--- src/lfsr_count_converter_unit_defines.svh ---
// assertion macros for the lfsr count converter
// used by lfsr_count_converter_unit, no other dependencies
`ifndef LFSR_COUNT_CONVERTER_UNIT_DEFINES_SVH
`define LFSR_COUNT_CONVERTER_UNIT_DEFINES_SVH

// antecedent implies consequent in the same cycle
`define LCC_ASSERT_SAME(label, clk, rst_n, ante, cons) \
    label: assert property (@(posedge clk) disable iff (!rst_n) (ante) |-> (cons)) \
        else $error("lcc: same-cycle check failed");

// antecedent implies consequent in the next cycle
`define LCC_ASSERT_NEXT(label, clk, rst_n, ante, cons) \
    label: assert property (@(posedge clk) disable iff (!rst_n) (ante) |=> (cons)) \
        else $error("lcc: next-cycle check failed");

`endif

--- src/lcc_pkg.sv ---
// shared types, codes and the feedback tap table of the lfsr count converter
// no dependencies
package lcc_pkg;

    // result error codes
    typedef enum logic [1:0] {
        ERR_OK      = 2'd0,
        ERR_ZERO    = 2'd1,
        ERR_NO_CONV = 2'd2,
        ERR_RANGE   = 2'd3
    } t_err;

    // conversion direction
    localparam logic CMD_TO_STATE = 1'b0;
    localparam logic CMD_TO_COUNT = 1'b1;

    localparam int CfgWidth   = 6;
    localparam int LenWidth   = 7;
    localparam int FieldWidth = 32;
    localparam int TableRows  = 65;

    localparam logic [CfgWidth-1:0] LEN_RESET = 6'd9;

    typedef logic [LenWidth-1:0] t_tap;
    typedef t_tap t_tap_row [4];

    // feedback taps per length, highest first; 0 means no tap
    localparam t_tap_row TAP_TABLE [TableRows] = '{
        '{0, 0, 0, 0}, '{0, 0, 0, 0},
        '{2, 1, 0, 0}, '{3, 2, 0, 0}, '{4, 3, 0, 0}, '{5, 3, 0, 0},
        '{6, 5, 0, 0}, '{7, 6, 0, 0}, '{8, 6, 5, 4}, '{9, 5, 0, 0},
        '{10, 7, 0, 0}, '{11, 9, 0, 0}, '{12, 11, 8, 6}, '{13, 12, 10, 9},
        '{14, 13, 11, 9}, '{15, 14, 0, 0}, '{16, 14, 13, 11}, '{17, 14, 0, 0},
        '{18, 11, 0, 0}, '{19, 18, 17, 14}, '{20, 17, 0, 0}, '{21, 19, 0, 0},
        '{22, 21, 0, 0}, '{23, 18, 0, 0}, '{24, 23, 21, 20}, '{25, 22, 0, 0},
        '{26, 25, 24, 20}, '{27, 26, 25, 22}, '{28, 25, 0, 0}, '{29, 27, 0, 0},
        '{30, 29, 26, 24}, '{31, 28, 0, 0}, '{32, 30, 26, 25}, '{33, 20, 0, 0},
        '{34, 31, 30, 26}, '{35, 33, 0, 0}, '{36, 25, 0, 0}, '{37, 36, 33, 31},
        '{38, 37, 33, 32}, '{39, 35, 0, 0}, '{40, 37, 36, 35}, '{41, 38, 0, 0},
        '{42, 40, 37, 35}, '{43, 42, 38, 37}, '{44, 42, 39, 38}, '{45, 44, 42, 41},
        '{46, 40, 39, 38}, '{47, 42, 0, 0}, '{48, 44, 41, 39}, '{49, 40, 0, 0},
        '{50, 48, 47, 46}, '{51, 50, 48, 45}, '{52, 49, 0, 0}, '{53, 52, 51, 47},
        '{54, 51, 48, 46}, '{55, 31, 0, 0}, '{56, 54, 52, 49}, '{57, 50, 0, 0},
        '{58, 39, 0, 0}, '{59, 57, 55, 52}, '{60, 59, 0, 0}, '{61, 60, 59, 56},
        '{62, 59, 57, 56}, '{63, 62, 0, 0}, '{64, 63, 61, 60}
    };

    // controller to datapath commands
    typedef struct packed {
        logic load;
        logic step;
        logic finish;
        t_err err;
    } t_dp_cmd;

    // datapath to controller status
    typedef struct packed {
        logic to_count;
        logic range_err;
        logic zero_state;
        logic fwd_done;
        logic hit;
        logic last;
    } t_dp_status;

endpackage

--- src/lcc_ctrl.sv ---
// controller state machine of the lfsr count converter
// depends on lcc_pkg
module lcc_ctrl (
    input  logic                i_clk,
    input  logic                i_rst_n,
    input  logic                start,
    output logic                busy,
    input  lcc_pkg::t_dp_status i_status,
    output lcc_pkg::t_dp_cmd    o_cmd
);

    typedef enum logic [2:0] {
        ST_IDLE  = 3'b001,
        ST_CHECK = 3'b010,
        ST_RUN   = 3'b100
    } t_state;

    t_state r_state;
    t_state n_state;

    // next state and command decode
    always_comb begin
        n_state      = r_state;
        o_cmd.load   = 1'b0;
        o_cmd.step   = 1'b0;
        o_cmd.finish = 1'b0;
        o_cmd.err    = lcc_pkg::ERR_OK;
        unique case (r_state)
            ST_IDLE: begin
                if (start) begin
                    o_cmd.load = 1'b1;
                    n_state    = ST_CHECK;
                end
            end
            ST_CHECK: begin
                if (i_status.to_count) begin
                    if (i_status.zero_state) begin
                        o_cmd.finish = 1'b1;
                        o_cmd.err    = lcc_pkg::ERR_ZERO;
                        n_state      = ST_IDLE;
                    end else begin
                        n_state = ST_RUN;
                    end
                end else begin
                    if (i_status.range_err) begin
                        o_cmd.finish = 1'b1;
                        o_cmd.err    = lcc_pkg::ERR_RANGE;
                        n_state      = ST_IDLE;
                    end else begin
                        n_state = ST_RUN;
                    end
                end
            end
            ST_RUN: begin
                if (i_status.to_count) begin
                    // one backward step per cycle until state one shows up or the step limit is reached
                    o_cmd.step = 1'b1;
                    if (i_status.hit) begin
                        o_cmd.finish = 1'b1;
                        n_state      = ST_IDLE;
                    end else if (i_status.last) begin
                        o_cmd.finish = 1'b1;
                        o_cmd.err    = lcc_pkg::ERR_NO_CONV;
                        n_state      = ST_IDLE;
                    end
                end else begin
                    if (i_status.fwd_done) begin
                        o_cmd.finish = 1'b1;
                        n_state      = ST_IDLE;
                    end else begin
                        o_cmd.step = 1'b1;
                    end
                end
            end
            default: begin
                n_state = ST_IDLE;
            end
        endcase
    end

    // state register
    always_ff @(posedge i_clk) begin
        if (!i_rst_n) begin
            r_state <= ST_IDLE;
        end else begin
            r_state <= n_state;
        end
    end

    assign busy = (r_state != ST_IDLE);

endmodule

--- src/lcc_datapath.sv ---
// lfsr state, step counter, length register and result register
// depends on lcc_pkg
module lcc_datapath #(
    parameter int MAX_STEPS  = 511,
    parameter int MAX_LENGTH = 32
) (
    input  logic                                   i_clk,
    input  logic                                   i_rst_n,
    input  logic                                   i_cfg_we,
    input  logic [lcc_pkg::CfgWidth-1:0]           i_cfg_data,
    input  logic                                   i_cmd,
    input  logic [lcc_pkg::FieldWidth-1:0]         i_operand,
    input  lcc_pkg::t_dp_cmd                       i_ctl,
    output lcc_pkg::t_dp_status                    o_status,
    output logic                                   o_valid,
    output logic [lcc_pkg::FieldWidth-1:0]         o_answer,
    output logic [1:0]                             o_error_code
);

    localparam int SW = MAX_LENGTH;
    localparam int KW = $clog2(MAX_STEPS + 1);
    localparam int FW = lcc_pkg::FieldWidth;
    localparam logic [lcc_pkg::LenWidth-1:0] MaxLen = lcc_pkg::LenWidth'(MAX_LENGTH);

    logic [lcc_pkg::CfgWidth-1:0] r_len;
    logic                         r_to_count;
    logic                         r_range_err;
    logic [SW-1:0]                r_state;
    logic [KW-1:0]                r_cnt;
    logic [SW-1:0]                r_mask;
    logic [SW-1:0]                r_top;
    logic [SW-1:0]                r_ftaps;
    logic [SW-1:0]                r_btaps;
    logic                         r_valid;
    logic [FW-1:0]                r_answer;
    lcc_pkg::t_err                r_err;

    logic [lcc_pkg::LenWidth-1:0] len_raw;
    logic [lcc_pkg::LenWidth-1:0] len_eff;
    lcc_pkg::t_tap_row            taps;
    logic [SW-1:0]                n_mask;
    logic [SW-1:0]                n_top;
    logic [SW-1:0]                n_ftaps;
    logic [SW-1:0]                n_btaps;
    logic [SW+FW-1:0]             op_wide;
    logic [SW-1:0]                op_ext;
    logic [FW-1:0]                count_n;
    logic [SW-1:0]                next_fwd;
    logic [SW-1:0]                next_back;
    logic                         fb_fwd;
    logic                         fb_back;
    logic [KW:0]                  k_steps;
    logic                         wrap;
    logic [KW+1:0]                count_out;
    logic [KW+FW+1:0]             count_wide;
    logic [SW+FW-1:0]             state_wide;
    logic [FW-1:0]                answer_ok;

    // effective length and tap vectors from the table
    always_comb begin
        len_raw = {1'b0, r_len};
        if (len_raw < lcc_pkg::LenWidth'(2)) begin
            len_eff = lcc_pkg::LenWidth'(2);
        end else if (len_raw > MaxLen) begin
            len_eff = MaxLen;
        end else begin
            len_eff = len_raw;
        end
        taps = lcc_pkg::TAP_TABLE[len_eff];
        for (int i = 0; i < SW; i++) begin
            n_mask[i]  = (lcc_pkg::LenWidth'(i) < len_eff);
            n_top[i]   = (lcc_pkg::LenWidth'(i + 1) == len_eff);
            n_ftaps[i] = 1'b0;
            n_btaps[i] = (i == 0);
            for (int k = 0; k < 4; k++) begin
                if ((taps[k] != '0) && (taps[k] == lcc_pkg::LenWidth'(i + 1))) begin
                    n_ftaps[i] = 1'b1;
                end
                if ((k != 0) && (taps[k] != '0) && (taps[k] == lcc_pkg::LenWidth'(i))) begin
                    n_btaps[i] = 1'b1;
                end
            end
        end
    end

    // operand resized to the state width
    assign op_wide = {{SW{1'b0}}, i_operand};
    assign op_ext  = op_wide[SW-1:0];
    assign count_n = i_operand;

    // one lfsr step in each direction
    assign fb_fwd    = ^(r_state & r_ftaps);
    assign next_fwd  = ({r_state[SW-2:0], fb_fwd}) & r_mask;
    assign fb_back   = ^(r_state & r_btaps);
    assign next_back = ((r_state >> 1) | (fb_back ? r_top : '0)) & r_mask;

    // count reported for a backward search, wrapping at the full period
    assign k_steps    = {1'b0, r_cnt} + (KW+1)'(1);
    assign wrap       = ({{SW{1'b0}}, k_steps} == {{(KW+1){1'b0}}, r_mask});
    assign count_out  = wrap ? (KW+2)'(1) : ({1'b0, k_steps} + (KW+2)'(1));
    assign count_wide = {{FW{1'b0}}, count_out};
    assign state_wide = {{FW{1'b0}}, r_state};
    assign answer_ok  = r_to_count ? count_wide[FW-1:0] : state_wide[FW-1:0];

    // length register
    always_ff @(posedge i_clk) begin
        if (!i_rst_n) begin
            r_len <= lcc_pkg::LEN_RESET;
        end else if (i_cfg_we) begin
            r_len <= i_cfg_data;
        end
    end

    // working registers
    always_ff @(posedge i_clk) begin
        if (i_ctl.load) begin
            r_to_count  <= (i_cmd == lcc_pkg::CMD_TO_COUNT);
            r_range_err <= (count_n > FW'(MAX_STEPS));
            r_mask      <= n_mask;
            r_top       <= n_top;
            r_ftaps     <= n_ftaps;
            r_btaps     <= n_btaps;
            if (i_cmd == lcc_pkg::CMD_TO_COUNT) begin
                r_state <= op_ext & n_mask;
                r_cnt   <= '0;
            end else begin
                r_state <= SW'(1);
                r_cnt   <= (count_n == '0) ? '0 : (count_n[KW-1:0] - KW'(1));
            end
        end else if (i_ctl.step) begin
            if (r_to_count) begin
                r_state <= next_back;
                r_cnt   <= r_cnt + KW'(1);
            end else begin
                r_state <= next_fwd;
                r_cnt   <= r_cnt - KW'(1);
            end
        end
    end

    // result strobe
    always_ff @(posedge i_clk) begin
        if (!i_rst_n) begin
            r_valid <= 1'b0;
        end else begin
            r_valid <= i_ctl.finish;
        end
    end

    // result payload
    always_ff @(posedge i_clk) begin
        if (i_ctl.finish) begin
            r_err    <= i_ctl.err;
            r_answer <= (i_ctl.err == lcc_pkg::ERR_OK) ? answer_ok : '0;
        end
    end

    // status back to the controller
    assign o_status.to_count   = r_to_count;
    assign o_status.range_err  = r_range_err;
    assign o_status.zero_state = (r_state == '0);
    assign o_status.fwd_done   = (r_cnt == '0);
    assign o_status.hit        = (next_back == SW'(1));
    assign o_status.last       = (r_cnt == KW'(MAX_STEPS - 1));

    assign o_valid      = r_valid;
    assign o_answer     = r_answer;
    assign o_error_code = r_err;

endmodule

--- src/lfsr_count_converter_unit.sv ---
// top level of the lfsr count converter: controller plus datapath
// depends on lcc_pkg, lcc_ctrl, lcc_datapath and the assertion macro header
//
//  channel   handshake            payload
//  -------   -------------------  -------------------------
//  config    i_cfg_we             i_cfg_data (register_length)
//  input     start && !busy       i_cmd, i_operand
//  result    o_valid (1 cycle)    o_answer, o_error_code
//
// a count n is converted by stepping the lfsr forward from state one, one lfsr
// step per cycle; a backward search steps back until state one shows up, and
// gives up at the step limit MAX_STEPS; range and zero-state errors are found
// on entry. the single lfsr state register and step logic serve both directions.
// synchronous active-low reset clears the controller, strobe and length (9).
// busy is high from accept until the result cycle; results cannot be stalled.
`include "lfsr_count_converter_unit_defines.svh"

module lfsr_count_converter_unit #(
    parameter int MAX_STEPS  = 511,
    parameter int MAX_LENGTH = 32
) (
    input  logic                           i_clk,
    input  logic                           i_rst_n,
    input  logic                           i_cfg_we,
    input  logic [lcc_pkg::CfgWidth-1:0]   i_cfg_data,
    input  logic                           start,
    output logic                           busy,
    input  logic                           i_cmd,
    input  logic [lcc_pkg::FieldWidth-1:0] i_operand,
    output logic                           o_valid,
    output logic [lcc_pkg::FieldWidth-1:0] o_answer,
    output logic [1:0]                     o_error_code
);

    lcc_pkg::t_dp_cmd    ctl;
    lcc_pkg::t_dp_status status;

    // sequencing
    lcc_ctrl u_ctrl (
        .i_clk    (i_clk),
        .i_rst_n  (i_rst_n),
        .start    (start),
        .busy     (busy),
        .i_status (status),
        .o_cmd    (ctl)
    );

    // lfsr datapath
    lcc_datapath #(
        .MAX_STEPS  (MAX_STEPS),
        .MAX_LENGTH (MAX_LENGTH)
    ) u_datapath (
        .i_clk        (i_clk),
        .i_rst_n      (i_rst_n),
        .i_cfg_we     (i_cfg_we),
        .i_cfg_data   (i_cfg_data),
        .i_cmd        (i_cmd),
        .i_operand    (i_operand),
        .i_ctl        (ctl),
        .o_status     (status),
        .o_valid      (o_valid),
        .o_answer     (o_answer),
        .o_error_code (o_error_code)
    );

    // checks
    `LCC_ASSERT_SAME(a_err_answer_zero, i_clk, i_rst_n, o_valid && (o_error_code != lcc_pkg::ERR_OK), o_answer == '0)
    `LCC_ASSERT_NEXT(a_accept_sets_busy, i_clk, i_rst_n, start && !busy, busy)
    `LCC_ASSERT_SAME(a_result_after_busy, i_clk, i_rst_n, o_valid, $past(busy))
    `LCC_ASSERT_NEXT(a_single_strobe, i_clk, i_rst_n, o_valid, !o_valid)

endmodule
--- config.mk ---
export PLATFORM = sky130hd
export DESIGN_NAME = lfsr_count_converter_unit
export DESIGN_NICKNAME = d
export VERILOG_FILES = /design/src/lcc_pkg.sv /design/src/lcc_ctrl.sv /design/src/lcc_datapath.sv /design/src/lfsr_count_converter_unit.sv
export VERILOG_INCLUDE_DIRS = /design/src /design/src/src
export SDC_FILE = /design/constraint.sdc
export NUM_CORES = 1
export LEC_CHECK = 0
export ABC_AREA = 1
export BUFFER_PORTS_ARGS = -buffer_cell sky130_fd_sc_hd__buf_2
export CAP_MARGIN = 20
export CORE_MARGIN = 4
export CORE_UTILIZATION = 65
export CTS_BUF_LIST = sky130_fd_sc_hd__clkbuf_8 sky130_fd_sc_hd__clkbuf_16
export DETAILED_ROUTE_END_ITERATION = 7
export GPL_ROUTABILITY_DRIVEN = 0
export PLACE_DENSITY_LB_ADDON = 0.15
export SKIP_LAST_GASP = 1
export SYNTH_ARGS = -nofsm -noshare
export SYNTH_HDL_FRONTEND = slang
export SYNTH_SLANG_ARGS = --single-unit
--- constraint.sdc ---
create_clock -name i_clk -period 12.01 [get_ports i_clk]
set_clock_uncertainty 0.15 [all_clocks]
set_input_delay 2.402 -clock i_clk [delete_from_list [all_inputs] [get_ports i_clk]]
set_output_delay 2.402 -clock i_clk [all_outputs]
set_load 0.01 [all_outputs]
==> results of run 1 <==
## layout make-up
type | count | area, sq um
Clock buffer | 23 | 575.6
Clock inverter | 19 | 259.0
Fill cell | 1458 | 5152
Inverter | 216 | 813.3
Multi-Input combinational cell | 1085 | 5657
Sequential cell | 214 | 6326
Tap cell | 265 | 331.6
Timing Repair Buffer | 84 | 475.5
## critical path, stage by stage (launching register included)
cell	delay [ns]
sky130_fd_sc_hd__dfxtp_1	0.87
sky130_fd_sc_hd__nor2_4	0.24
sky130_fd_sc_hd__nand2_2	0.29
sky130_fd_sc_hd__nor2_2	0.08
sky130_fd_sc_hd__nand2_1	0.13
sky130_fd_sc_hd__nand2_1	0.07
sky130_fd_sc_hd__inv_2	0.07
sky130_fd_sc_hd__nand2_2	0.17
sky130_fd_sc_hd__inv_1	0.27
sky130_fd_sc_hd__ha_1	0.24
sky130_fd_sc_hd__clkinv_1	0.34
sky130_fd_sc_hd__ha_1	0.38
sky130_fd_sc_hd__nand2_1	0.08
sky130_fd_sc_hd__nand2_1	0.05
sky130_fd_sc_hd__nand2_1	0.38
sky130_fd_sc_hd__clkinv_1	0.35
sky130_fd_sc_hd__nand2_1	0.26
sky130_fd_sc_hd__inv_1	0.23
sky130_fd_sc_hd__a21oi_1	0.26
sky130_fd_sc_hd__o31ai_1	0.10
## power by group
part / internal (mW) / switching [mW] / total [mW]
Sequential: 0.961 / 0.0977 / 1.06
Clock: 0.481 / 0.305 / 0.786
Combinational: 0.271 / 0.576 / 0.847
## flip-flops by register name, indices dropped and copies added, names as in the netlist
register	count
u_datapath.o_error_code	2
u_datapath.r_to_count	1
u_datapath.o_valid	1
u_datapath.r_cnt	9
u_datapath.r_btaps	31
u_datapath.r_state	32
u_ctrl.r_state	3
u_datapath.r_ftaps	32
u_datapath.r_mask	32
u_datapath.r_len	6
u_datapath.r_range_err	1
u_datapath.r_top	32
u_datapath.o_answer	32
## stage by stage
| step | area, sq um | hold WS (ns) | utilization [%] |
|---|---|---|---|
| final | 14440 | 0.4525 | 73.70 |
| after detailed placement | 13550 | 0.4268 | 69.16 |
| after global routing | 14440 | 0.4785 | 73.70 |
| after floorplan | 13040 | 0.3234 | - |
| after global placement | 13550 | 0.4138 | 69.16 |
| after CTS | 14380 | 0.4366 | 73.42 |
## path summary, 6_finish.rpt
check / startpoint / to / slack [ns] / cells past startpoint
min: u_datapath.r_len[0]$_SDFFE_PN1P_ / u_datapath.r_len[0]$_SDFFE_PN1P_ / 0.45 / 2
min reg2reg: u_datapath.r_len[0]$_SDFFE_PN1P_ / u_datapath.r_len[0]$_SDFFE_PN1P_ / 0.45 / 2
max: u_datapath.r_len[5]$_SDFFE_PN0P_ / u_datapath.r_ftaps[9]$_SDFFCE_PP1P_ / 6.72 / 19
max reg2reg: u_datapath.r_len[5]$_SDFFE_PN0P_ / u_datapath.r_ftaps[9]$_SDFFCE_PP1P_ / 6.72 / 19
## layer usage
layer  vias up  GRT usage, %  wire length (um)  part of all wire (%)
met5         -             0                 0                     0
met4         0         14.00              1920                   5.0
met3       154         8.207              5581                    14
met2       865         53.48             16910                    44
met1      5355         47.33             14190                    37
li1       5386             -                 -                     -
## Yosys cell counts, drive strengths merged
master / n / area share [%]
a22o: 2 / 0.13
o211ai: 5 / 0.29
inv: 209 / 6.0
o32ai: 1 / 0.067
nand3: 114 / 4.9
clkinv: 7 / 0.20
nor4: 15 / 0.72
nand2: 427 / 13
o221ai: 1 / 0.067
clkbuf: 30 / 0.94
a31o: 4 / 0.27
nand3b: 2 / 0.12
and2: 2 / 0.096
o21ai: 88 / 3.4
o31ai: 6 / 0.45
nor2: 181 / 5.6
a32oi: 2 / 0.13
a21boi: 2 / 0.12
ha: 28 / 2.7
o311ai: 12 / 0.81
nor3: 25 / 0.96
o22ai: 28 / 1.4
xnor2: 36 / 2.5
fa: 1 / 0.15
edfxtp: 204 / 47
nand4: 13 / 0.62
a22oi: 3 / 0.17
xor2: 18 / 1.2
a32o: 30 / 2.3
o21bai: 2 / 0.12
or3: 2 / 0.096
buf: 15 / 1.0
a31oi: 1 / 0.048
or2: 1 / 0.048
a21oi: 32 / 1.3
nor3b: 1 / 0.058
dfxtp: 10 / 1.5
## cells by family after synthesis
| kind of cell | synth area share, % |
|---|---|
| xor+xnor | 3.683 |
| simple gates | 25.77 |
| buf+inv | 8.154 |
| flops | 48.50 |
| fa+ha+maj | 2.839 |
| compound gates | 11.05 |
==> parameters.txt, run 1 <==
Parameter                              Value

Drt
  Total via count in the routed design ... 11760
  1st-iter DRT viols ... between 1000 and 1500
  Number of antenna-violating nets in the routed design ... 0
  Number of detailed-routing iterations run before antenna repair ... 6
  Residual DRC count ... 0
  Number of vias per cell ... between 6 and 7
  Total detailed-routing wirelength ... just under 40000 um
  Wire per inst ... about 20 um

Setup path
  Maximum net fanout on the critical path ... 19
  Required time of the critical path ... around 12 ns
  Arrival time at the worst endpoint ... roughly 5.4 ns
  CP endpoint kind ... register
  Critical path class ... register to register
  Worst setup SP type ... register

STA
  Fmax ... between 150 and 200 MHz
  Least setup slack across all paths after layout ... 6.722 ns
  Finish-stage setup viols ... 0
  Min Clock Period, post-route ... ~5.3 ns
  Final critical-path share of the clock period ... 44.03%
  Slew at the pin with the worst max-slew slack ... between 0.9 and 1 ns
  Fin Setup TNS ... 0 ns
  Max-slew violation count ... 0
  Slew Limit Headroom ... about 34%
  RSZ-0062 raised after global routing ... false
  Final Hold Violating Endpoints ... 0

Floorplan
  Starting density of the core ... about two thirds
  Die Y-Extent ... between 100 and 150 um
  Die width ... around 150 um
  Core Box Area ... 0.01959 sq mm
  Die outline area ... between 0.02 and 0.025 sq mm
  Row Count ... around 50
  Boundary Pins ... 79

CTS
  Number of buffers added for setup after CTS ... 0
  Hold_buf cts ... 0
  Max Buffers Root-to-Sink ... 3
  Skew-Pair Late Insertion Delay ... about 0.52 ns
  Number of levels in the clock H-tree ... 1
  CTS tree ... yes
  Number of instances resized during post-cts repair ... 0
  CTS Root Buffer Type ... sky130_fd_sc_hd__clkbuf_16
  CTS sink count ... roughly 210
  Register clock-pin slew on the reported worst setup and hold paths ... 0.06 ns
  Number of buffers added by the clock tree synthesis step ... 23

Place
  Worst setup timing slack at the placement stage ... ~7 ns
  Placed Instances ... approximately 1900
  Port buffer count ... roughly 80
  Post-DP HPWL ... about 29000 um

GRT
  Total overflow reported by the global router ... 0
  Initial antenna violation count ... 0
  Largest net degree at the start of global routing ... 75
  Number of global-route vias before repair ... approximately 11000
  Wire length of the first global-routing pass ... 59400 um
  Overall global routing resource usage ... between 30 and 40%

Synth
  Number of cells produced by synthesis ... 1560
  Post-Synthesis Cell Area ... around 0.013 sq mm
  Mean post-synth cell area ... approximately 8.4 sq um
  Part of the Yosys area used for sequential elements ... between 40% and 50%
  Synth unique cells ... between 50 and 60
  Post-Syn Nets ... between 1500 and 2000
  Warnings, synthesis ... 0
  #FFs+latches synth ... about 210

Power
  Maximum vdd ir drop ... between 0.0001 and 0.00015 V
  Power density relative to cell area ... 186.4 mW/mm^2
  Leakage power of the design ... between 6 and 7 nW
  Overall Power ... around 2.7 mW

Final layout
  Most common cell after layout, fill and taps aside ... sky130_fd_sc_hd__nand2_1
  Final antenna diode count ... 0
  Proportion of layout cells with a drive suffix above 1 ... a little under an eighth
  Final standard cell count with taps included and fillers excluded ... 1906
  Layout net count ... roughly 1700
  Commonest cells after routing, fill and taps aside ... sky130_fd_sc_hd__nand2_1, sky130_fd_sc_hd__edfxtp_1, sky130_fd_sc_hd__inv_1
  Area delta synth->final ... 10.69%

Flow run
  Max cap viols ... 0

Outcome
  Status ... finished clean

Worst hold path
  Worst hold path class ... register to register
Note: power is estimated with default switching activity, not from simulation.
==> inputs of run 2 (changes only) <==
CORE_UTILIZATION = 56   (was 65)
clock period = 4.67 ns   (was 12.01 ns; I/O delays follow)
==> run 2 against run 1 <==
  * Setup slack got worse by 6.3 ns
  * Die area increased by 15%
  * Utilization decreased by 9.6 points
  * Critical endpoint unchanged
  * Highest routed layer unchanged
==> parameters.txt, run 2 (synthesis results as in run 1) <==
Parameter                              Value

Outcome
  Status ... finished clean

Floorplan
  Starting density of the core ... between 50% and 60%
  Die width ... approximately 160 um
  Die outline area ... 0.02580 sq mm
  Boundary Pins ... ~80
  Core Box Area ... between 0.02 and 0.025 sq mm
  Die Y-Extent ... ~160 um
  Row Count ... between 50 and 60

Worst hold path
  Hold Crit Start ... u_datapath.r_len[1]$_SDFFE_PN0P_
  Cell depth of the worst min-delay path ... 2
  Worst hold path class ... register to register
  WHS Endpoint ... u_datapath.r_len[1]$_SDFFE_PN0P_

Drt
  Number of detailed-routing iterations run before antenna repair ... 6
  Residual DRC count ... 0
  Total detailed-routing wirelength ... a little over 40000 um
  Number of antenna-violating nets in the routed design ... 0
  1st-iter DRT viols ... 1765
  Wire per inst ... between 20 and 25 um
  Number of vias per cell ... around 5.9
  Total via count in the routed design ... roughly 12000

Setup path
  CP endpoint kind ... register
  Critical path class ... register to register
  Worst setup SP type ... register
  Standard cell with the maximum stage delay on the critical path ... sky130_fd_sc_hd__dfxtp_1
  Most frequent cell on the critical path ... sky130_fd_sc_hd__nand2_1
  Register-to-Register Setup Slack ... 0.46 ns
  Cell type group with the largest total delay on the critical path ... buffers and inverters
  Terminus of the critical flop-to-flop path ... u_datapath.r_ftaps[9]$_SDFFCE_PP1P_
  Cells on worst reg2reg path ... 19
  Maximum net fanout on the critical path ... 14
  Arrival time at the worst endpoint ... 4.30 ns
  Critical Path Max Stage Delay ... 0.55 ns
  Buf+Inv Stages, Crit Path ... 6
  Startpoint of the worst-slack reg-to-reg timing path ... u_datapath.r_len[3]$_SDFFE_PN1P_
  Crit path cell chain ... inv_2, nand2_2, nor2_2, nand2_1, nand2_1, inv_2, nand2_2, inv_1, ha_1, clkinv_1, ha_1, nand2_1, nand2_1, nand2_1, clkinv_1, nand2_1, inv_1, a21oi_1, o31ai_1
  Required time of the critical path ... roughly 4.8 ns

STA
  Slew at the pin with the worst max-slew slack ... between 0.9 and 1 ns
  Fmax ... between 200 and 250 MHz
  Max-slew violation count ... 0
  Final critical-path share of the clock period ... between 90% and 100%
  Min Clock Period, post-route ... between 4 and 5 ns
  RSZ-0062 raised after global routing ... false
  Slew Limit Headroom ... between 30% and 40%
  Fin Setup TNS ... 0 ns
  Finish-stage setup viols ... 0
  Final Hold Violating Endpoints ... 0
  Least setup slack across all paths after layout ... approximately 0.46 ns

Place
  Post-DP HPWL ... just over 30000 um
  Port buffer count ... 78
  Placed Instances ... 1933
  Post-placement cell area ... 0.01381 sq mm
  Worst setup timing slack at the placement stage ... 0.6018 ns

GRT
  Total overflow reported by the global router ... 0
  Number of global-route vias before repair ... about 11000
  Overall global routing resource usage ... slightly above 30%
  Initial antenna violation count ... 0
  Wire length of the first global-routing pass ... 61370 um
  Largest net degree at the start of global routing ... 135

CTS
  Number of instances resized during post-cts repair ... 0
  CTS sink count ... roughly 210
  Number of levels in the clock H-tree ... 1
  CTS tree ... yes
  CTS Root Buffer Type ... sky130_fd_sc_hd__clkbuf_16
  Max Buffers Root-to-Sink ... 3
  Register clock-pin slew on the reported worst setup and hold paths ... 0.06 ns
  Skew-Pair Late Insertion Delay ... between 0.5 and 0.6 ns
  Hold_buf cts ... 0
  Number of buffers added by the clock tree synthesis step ... 24
  Number of buffers added for setup after CTS ... 0

Flow run
  Max cap viols ... 0

Power
  Power density relative to cell area ... 465.4 mW/mm^2
  Overall Power ... roughly 7 mW
  Leakage power of the design ... around 6.4 nW
  Maximum vdd ir drop ... 0.0002942 V

Final layout
  Most common cell after layout, fill and taps aside ... sky130_fd_sc_hd__nand2_1
  Number of inserted filler cells in the final layout ... roughly 1900
  Proportion of layout cells with a drive suffix above 1 ... approximately an eighth
  Commonest cells after routing, fill and taps aside ... sky130_fd_sc_hd__nand2_1, sky130_fd_sc_hd__edfxtp_1, sky130_fd_sc_hd__inv_1
  Sequential cell area ... between 0.006 and 0.007 sq mm
  Area delta synth->final ... 11.94%
  Final standard cell count with taps included and fillers excluded ... 1976
  Final antenna diode count ... 0
  Finished Cell Area ... 0.01460 sq mm
  Multi-input logic area ... 0.005657 sq mm
  Layout net count ... about 1700
==> run 2: cell types whose count changed in the layout (fill, tap and decap cells not counted), sizes merged <==
| cell | change |
|---|---|
| clkbuf | +2 |
| inv | +2 |
| buf | +22 |
| bufinv | -4 |
==> run 2: area by class of cell <==
| cell class | count | share of cell area [%] |
|---|---|---|
| flip-flops and latches | 214 | 43.32 |
| clock inverters | 17 | 0.9169 |
| clock buffers | 25 | 4.284 |
| well taps | 313 | 2.682 |
| inverters | 216 | 5.578 |
| multi-input cells | 1085 | 38.74 |
| repair buffers | 106 | 4.473 |
==> run 2: metal layers <==
metal  track usage [%]  share of wire (%)
met2             45.59                 42
met3             6.569                 13
met5                 0                  0
met4             11.62                4.6
met1             43.97                 40
==> run 2: how the worst max path moves through the flow <==
stage | to | slack (ns) | cells past startpoint | start
3_3_place_gp | u_datapath.r_ftaps[9]$_SDFFCE_PP1P_ | 0.79 | 19 | u_datapath.r_len[3]$_SDFFE_PN1P_
2_1_floorplan | u_datapath.r_state[22]$_DFFE_PP_ | 0.72 | 6 | start
3_5_place_dp | u_datapath.r_ftaps[9]$_SDFFCE_PP1P_ | 0.60 | 19 | u_datapath.r_len[3]$_SDFFE_PN1P_
6_report | u_datapath.r_ftaps[9]$_SDFFCE_PP1P_ | 0.46 | 19 | u_datapath.r_len[3]$_SDFFE_PN1P_
5_1_grt | u_datapath.r_ftaps[9]$_SDFFCE_PP1P_ | 0.09 | 19 | u_datapath.r_len[3]$_SDFFE_PN1P_
4_1_cts | u_datapath.r_ftaps[9]$_SDFFCE_PP1P_ | 0.57 | 19 | u_datapath.r_len[3]$_SDFFE_PN1P_
==> run 2: power by group <==
part	leakage, nW	internal [mW]	switching [mW]
combinational	3.97	0.736	1.54
sequential	2.03	2.47	0.224
clock	0.376	1.07	0.751
==> run 2: per-stage QoR <==
stage / util [%] / hold WS, ns
after floorplan: - / 0.3234
after global placement: 60.53 / 0.4022
after detailed placement: 60.65 / 0.4012
after CTS: 63.98 / 0.4096
after global routing: 64.10 / 0.4343
final: 64.10 / 0.4171
==> run 2: worst reg2reg max path, delay by kind of cell, from the launching register on <==
| family | cells | cell delay [ns] |
|---|---|---|
| AND/OR/NAND/NOR | 9 | 0.99 |
| adder cells (fa/ha/maj) | 2 | 0.60 |
| flip-flops | 1 | 0.55 |
| AO/OA/AOI/OAI | 2 | 0.36 |
| buffers and inverters | 6 | 1.27 |
==> inputs of run 3 (changes only) <==
ABC_AREA = unset   (was 1)
CORE_UTILIZATION = 55   (was 56)
CTS_CLUSTER_DIAMETER = 80   (was unset)
==> run 3 against run 2 <==
  * Wire length up 2.2%
  * Sequential share of layout area up 2.8 points
  * Global-route usage up 2.9 points
  * Non-clock buffer count up 9
  * Largest cell class unchanged
  * Largest power group unchanged
==> parameters.txt, run 3 <==
Parameter                              Value

Outcome
  Status ... finished clean

CTS
  CTS Root Buffer Type ... sky130_fd_sc_hd__clkbuf_16
  Max Buffers Root-to-Sink ... 3
  Number of levels in the clock H-tree ... 1
  Skew-Pair Late Insertion Delay ... roughly 0.52 ns
  CTS tree ... yes
  Hold_buf cts ... 0
  Number of buffers added for setup after CTS ... 0
  CTS sink count ... roughly 210
  Number of buffers added by the clock tree synthesis step ... 24
  Register clock-pin slew on the reported worst setup and hold paths ... roughly 0.06 ns
  Number of instances resized during post-cts repair ... 0

Setup path
  Most frequent cell on the critical path ... sky130_fd_sc_hd__xnor2_1
  Cell type group with the largest total delay on the critical path ... XOR/XNOR gates
  Worst setup SP type ... register
  Crit path cell chain ... nand2_1, xor2_1, xnor2_1, xnor2_1, xnor2_1, xnor2_2, buf_4, o31a_1, a2111oi_4, o31ai_1, nand2_1, buf_4
  Critical Path Max Stage Delay ... around 0.73 ns
  Required time of the critical path ... between 4 and 5 ns
  Arrival time at the worst endpoint ... around 4.4 ns
  Standard cell with the maximum stage delay on the critical path ... sky130_fd_sc_hd__edfxtp_1
  Critical path class ... register to register
  Maximum net fanout on the critical path ... 34
  Buf+Inv Stages, Crit Path ... 2
  CP endpoint kind ... register
  Register-to-Register Setup Slack ... between 0.3 and 0.4 ns

Synth
  Number of cells produced by synthesis ... ~1200
  Share of synthesized registers carrying an async set or reset ... 0%
  Part of the Yosys area used for sequential elements ... between 50% and 60%
  Synth unique cells ... 59
  List of most frequent post-synthesis cells ... sky130_fd_sc_hd__edfxtp_1, sky130_fd_sc_hd__nand2_1, sky130_fd_sc_hd__nor2_1
  Simple-gate share of the synthesized area ... 17.96%
  Post-synthesis mux area share ... 0.8440%
  Dominant combinational cell family by area after synthesis ... simple AND/OR/NAND/NOR gates
  Number of synthesized flops with an enable pin ... between 200 and 250
  Most used standard cell by instance count after synthesis ... sky130_fd_sc_hd__edfxtp_1
  Warnings, synthesis ... 0
  Synth Area in Compound Gates ... 15.60%
  Most instantiated flip-flop cell in the synthesis netlist ... sky130_fd_sc_hd__edfxtp_1
  Synth area leader ... sky130_fd_sc_hd__edfxtp_1
  Fraction of the mapped netlist area in adder cells ... under 10%
  Mean post-synth cell area ... slightly above 10 sq um
  Xor/xnor share of the synthesized area ... between 7 and 8%
  Top post-synthesis cells by area ... sky130_fd_sc_hd__edfxtp_1, sky130_fd_sc_hd__nand2_1, sky130_fd_sc_hd__xnor2_1, sky130_fd_sc_hd__ha_1, sky130_fd_sc_hd__nor2_1
  Area share of the leading cell type in the synthesized netlist ... 51.02%
  #FFs+latches synth ... 214
  Post-Synthesis Cell Area ... 0.01201 sq mm
  Post-Syn Nets ... roughly 1200

STA
  Final Hold Violating Endpoints ... 0
  Min Clock Period, post-route ... ~4.3 ns
  Least setup slack across all paths after layout ... between 0.3 and 0.4 ns
  Slew Limit Headroom ... 36.36%
  Finish-stage setup viols ... 0
  Hold_ws ... 0.4575 ns
  Final critical-path share of the clock period ... just over 90%
  Slew at the pin with the worst max-slew slack ... 0.9546 ns
  Fmax ... roughly 230 MHz
  RSZ-0062 raised after global routing ... false
  Fin Setup TNS ... 0 ns
  Max-slew violation count ... 0

Final layout
  Layout net count ... between 1000 and 1500
  Commonest cells after routing, fill and taps aside ... sky130_fd_sc_hd__edfxtp_1, sky130_fd_sc_hd__nand2_1, sky130_fd_sc_hd__nor2_1
  Final Util ... 64.62%
  Finished Cell Area ... approximately 0.014 sq mm
  Final standard cell count with taps included and fillers excluded ... ~1600
  Most common cell after layout, fill and taps aside ... sky130_fd_sc_hd__edfxtp_1
  Area delta synth->final ... 14.19%
  Number of inserted filler cells in the final layout ... approximately 1800
  Proportion of layout cells with a drive suffix above 1 ... roughly an eighth
  Final antenna diode count ... 0

Floorplan
  Core Box Area ... roughly 0.021 sq mm
  Starting density of the core ... a little under three fifths
  Row Count ... 53
  Die outline area ... around 0.024 sq mm
  Die Y-Extent ... between 150 and 200 um
  Die width ... 155.8 um
  Boundary Pins ... 79

Power
  Maximum vdd ir drop ... 0.0004115 V
  Leakage power of the design ... roughly 5 nW
  Overall Power ... 6.705 mW
  Power density relative to cell area ... around 490 mW/mm^2

Place
  Port buffer count ... slightly below 80
  Post-DP HPWL ... 30200 um
  Placed Instances ... 1509
  Post-placement cell area ... around 0.013 sq mm
  Worst setup timing slack at the placement stage ... 0.5398 ns

Drt
  Number of antenna-violating nets in the routed design ... 0
  Wire per inst ... approximately 27 um
  Number of detailed-routing iterations run before antenna repair ... 6
  Total detailed-routing wirelength ... 41290 um
  1st-iter DRT viols ... 1777
  Number of vias per cell ... roughly 6.7
  Residual DRC count ... 0
  Total via count in the routed design ... about 10000

GRT
  Met2 capacity usage during global routing ... 52.56%
  Total overflow reported by the global router ... 0
  Wire length of the first global-routing pass ... just over 60000 um
  Overall global routing resource usage ... about a third
  Met1 Usage GRT ... 45.15%
  Largest net degree at the start of global routing ... between 60 and 70
  Grt met3 use ... under 10%
  GRT busiest layer ... met2
  Number of global-route vias before repair ... roughly 9700
  Initial antenna violation count ... 0

Worst hold path
  Worst hold path class ... register to register

Flow run
  Max cap viols ... 0
## run 3: worst register-to-register path: cells and delay by family, from the launching register on
family / cells / cell delay [ns]
and+or+nand+nor: 2 / 0.23
xor gates and xnor gates: 5 / 1.43
AOI/OAI and AO/OA: 3 / 0.78
buffers and inverters: 2 / 0.67
DFF: 1 / 0.73
## run 3: layer usage
| layer | up-vias | routed length, um |
|---|---|---|
| li1 | 4500 | - |
| met1 | 4908 | 14630 |
| met2 | 884 | 18420 |
| met3 | 196 | 5637 |
| met4 | 0 | 2600 |
| met5 | - | 0 |
## run 3: area by class of cell
class / count / area, sq um / share of cell area (%)
flip-flops and latches: 214 / 6326 / 46.14
multi-input cells: 877 / 5396 / 39.36
repair buffers: 115 / 713.2 / 5.201
clock buffers: 25 / 625.6 / 4.562
well taps: 275 / 344.1 / 2.509
clock inverters: 19 / 195.2 / 1.423
inverters: 29 / 111.4 / 0.8121
## run 3: cell families (layout without fill, tap and decap cells)
| group | Yosys count | after routing |
|---|---|---|
| and+or+nand+nor | 466 | 466 |
| AOI/OAI and AO/OA | 272 | 272 |
| DFF | 214 | 214 |
| xor gates and xnor gates | 100 | 100 |
| buffers and inverters | 81 | 188 |
| adders and majority gates | 29 | 29 |
| muxes | 10 | 10 |
## run 3: path summary, 6_finish.rpt
kind,depth (start not counted),endpoint,start
setup / recovery,12,u_datapath.o_answer[22]$_SDFFCE_PP0P_,u_datapath.r_state[20]$_DFFE_PP_
hold / removal,2,u_ctrl.r_state[0]$_SDFFE_PN1P_,u_ctrl.r_state[1]$_SDFFE_PN0P_
setup reg to reg,12,u_datapath.o_answer[22]$_SDFFCE_PP0P_,u_datapath.r_state[20]$_DFFE_PP_
hold reg to reg,2,u_ctrl.r_state[0]$_SDFFE_PN1P_,u_ctrl.r_state[1]$_SDFFE_PN0P_
## run 3: power breakdown
group / internal (mW) / switching (mW) / total, mW
combinational: 0.743 / 1.40 / 2.14
clock: 1.19 / 0.778 / 1.97
sequential: 2.37 / 0.232 / 2.60
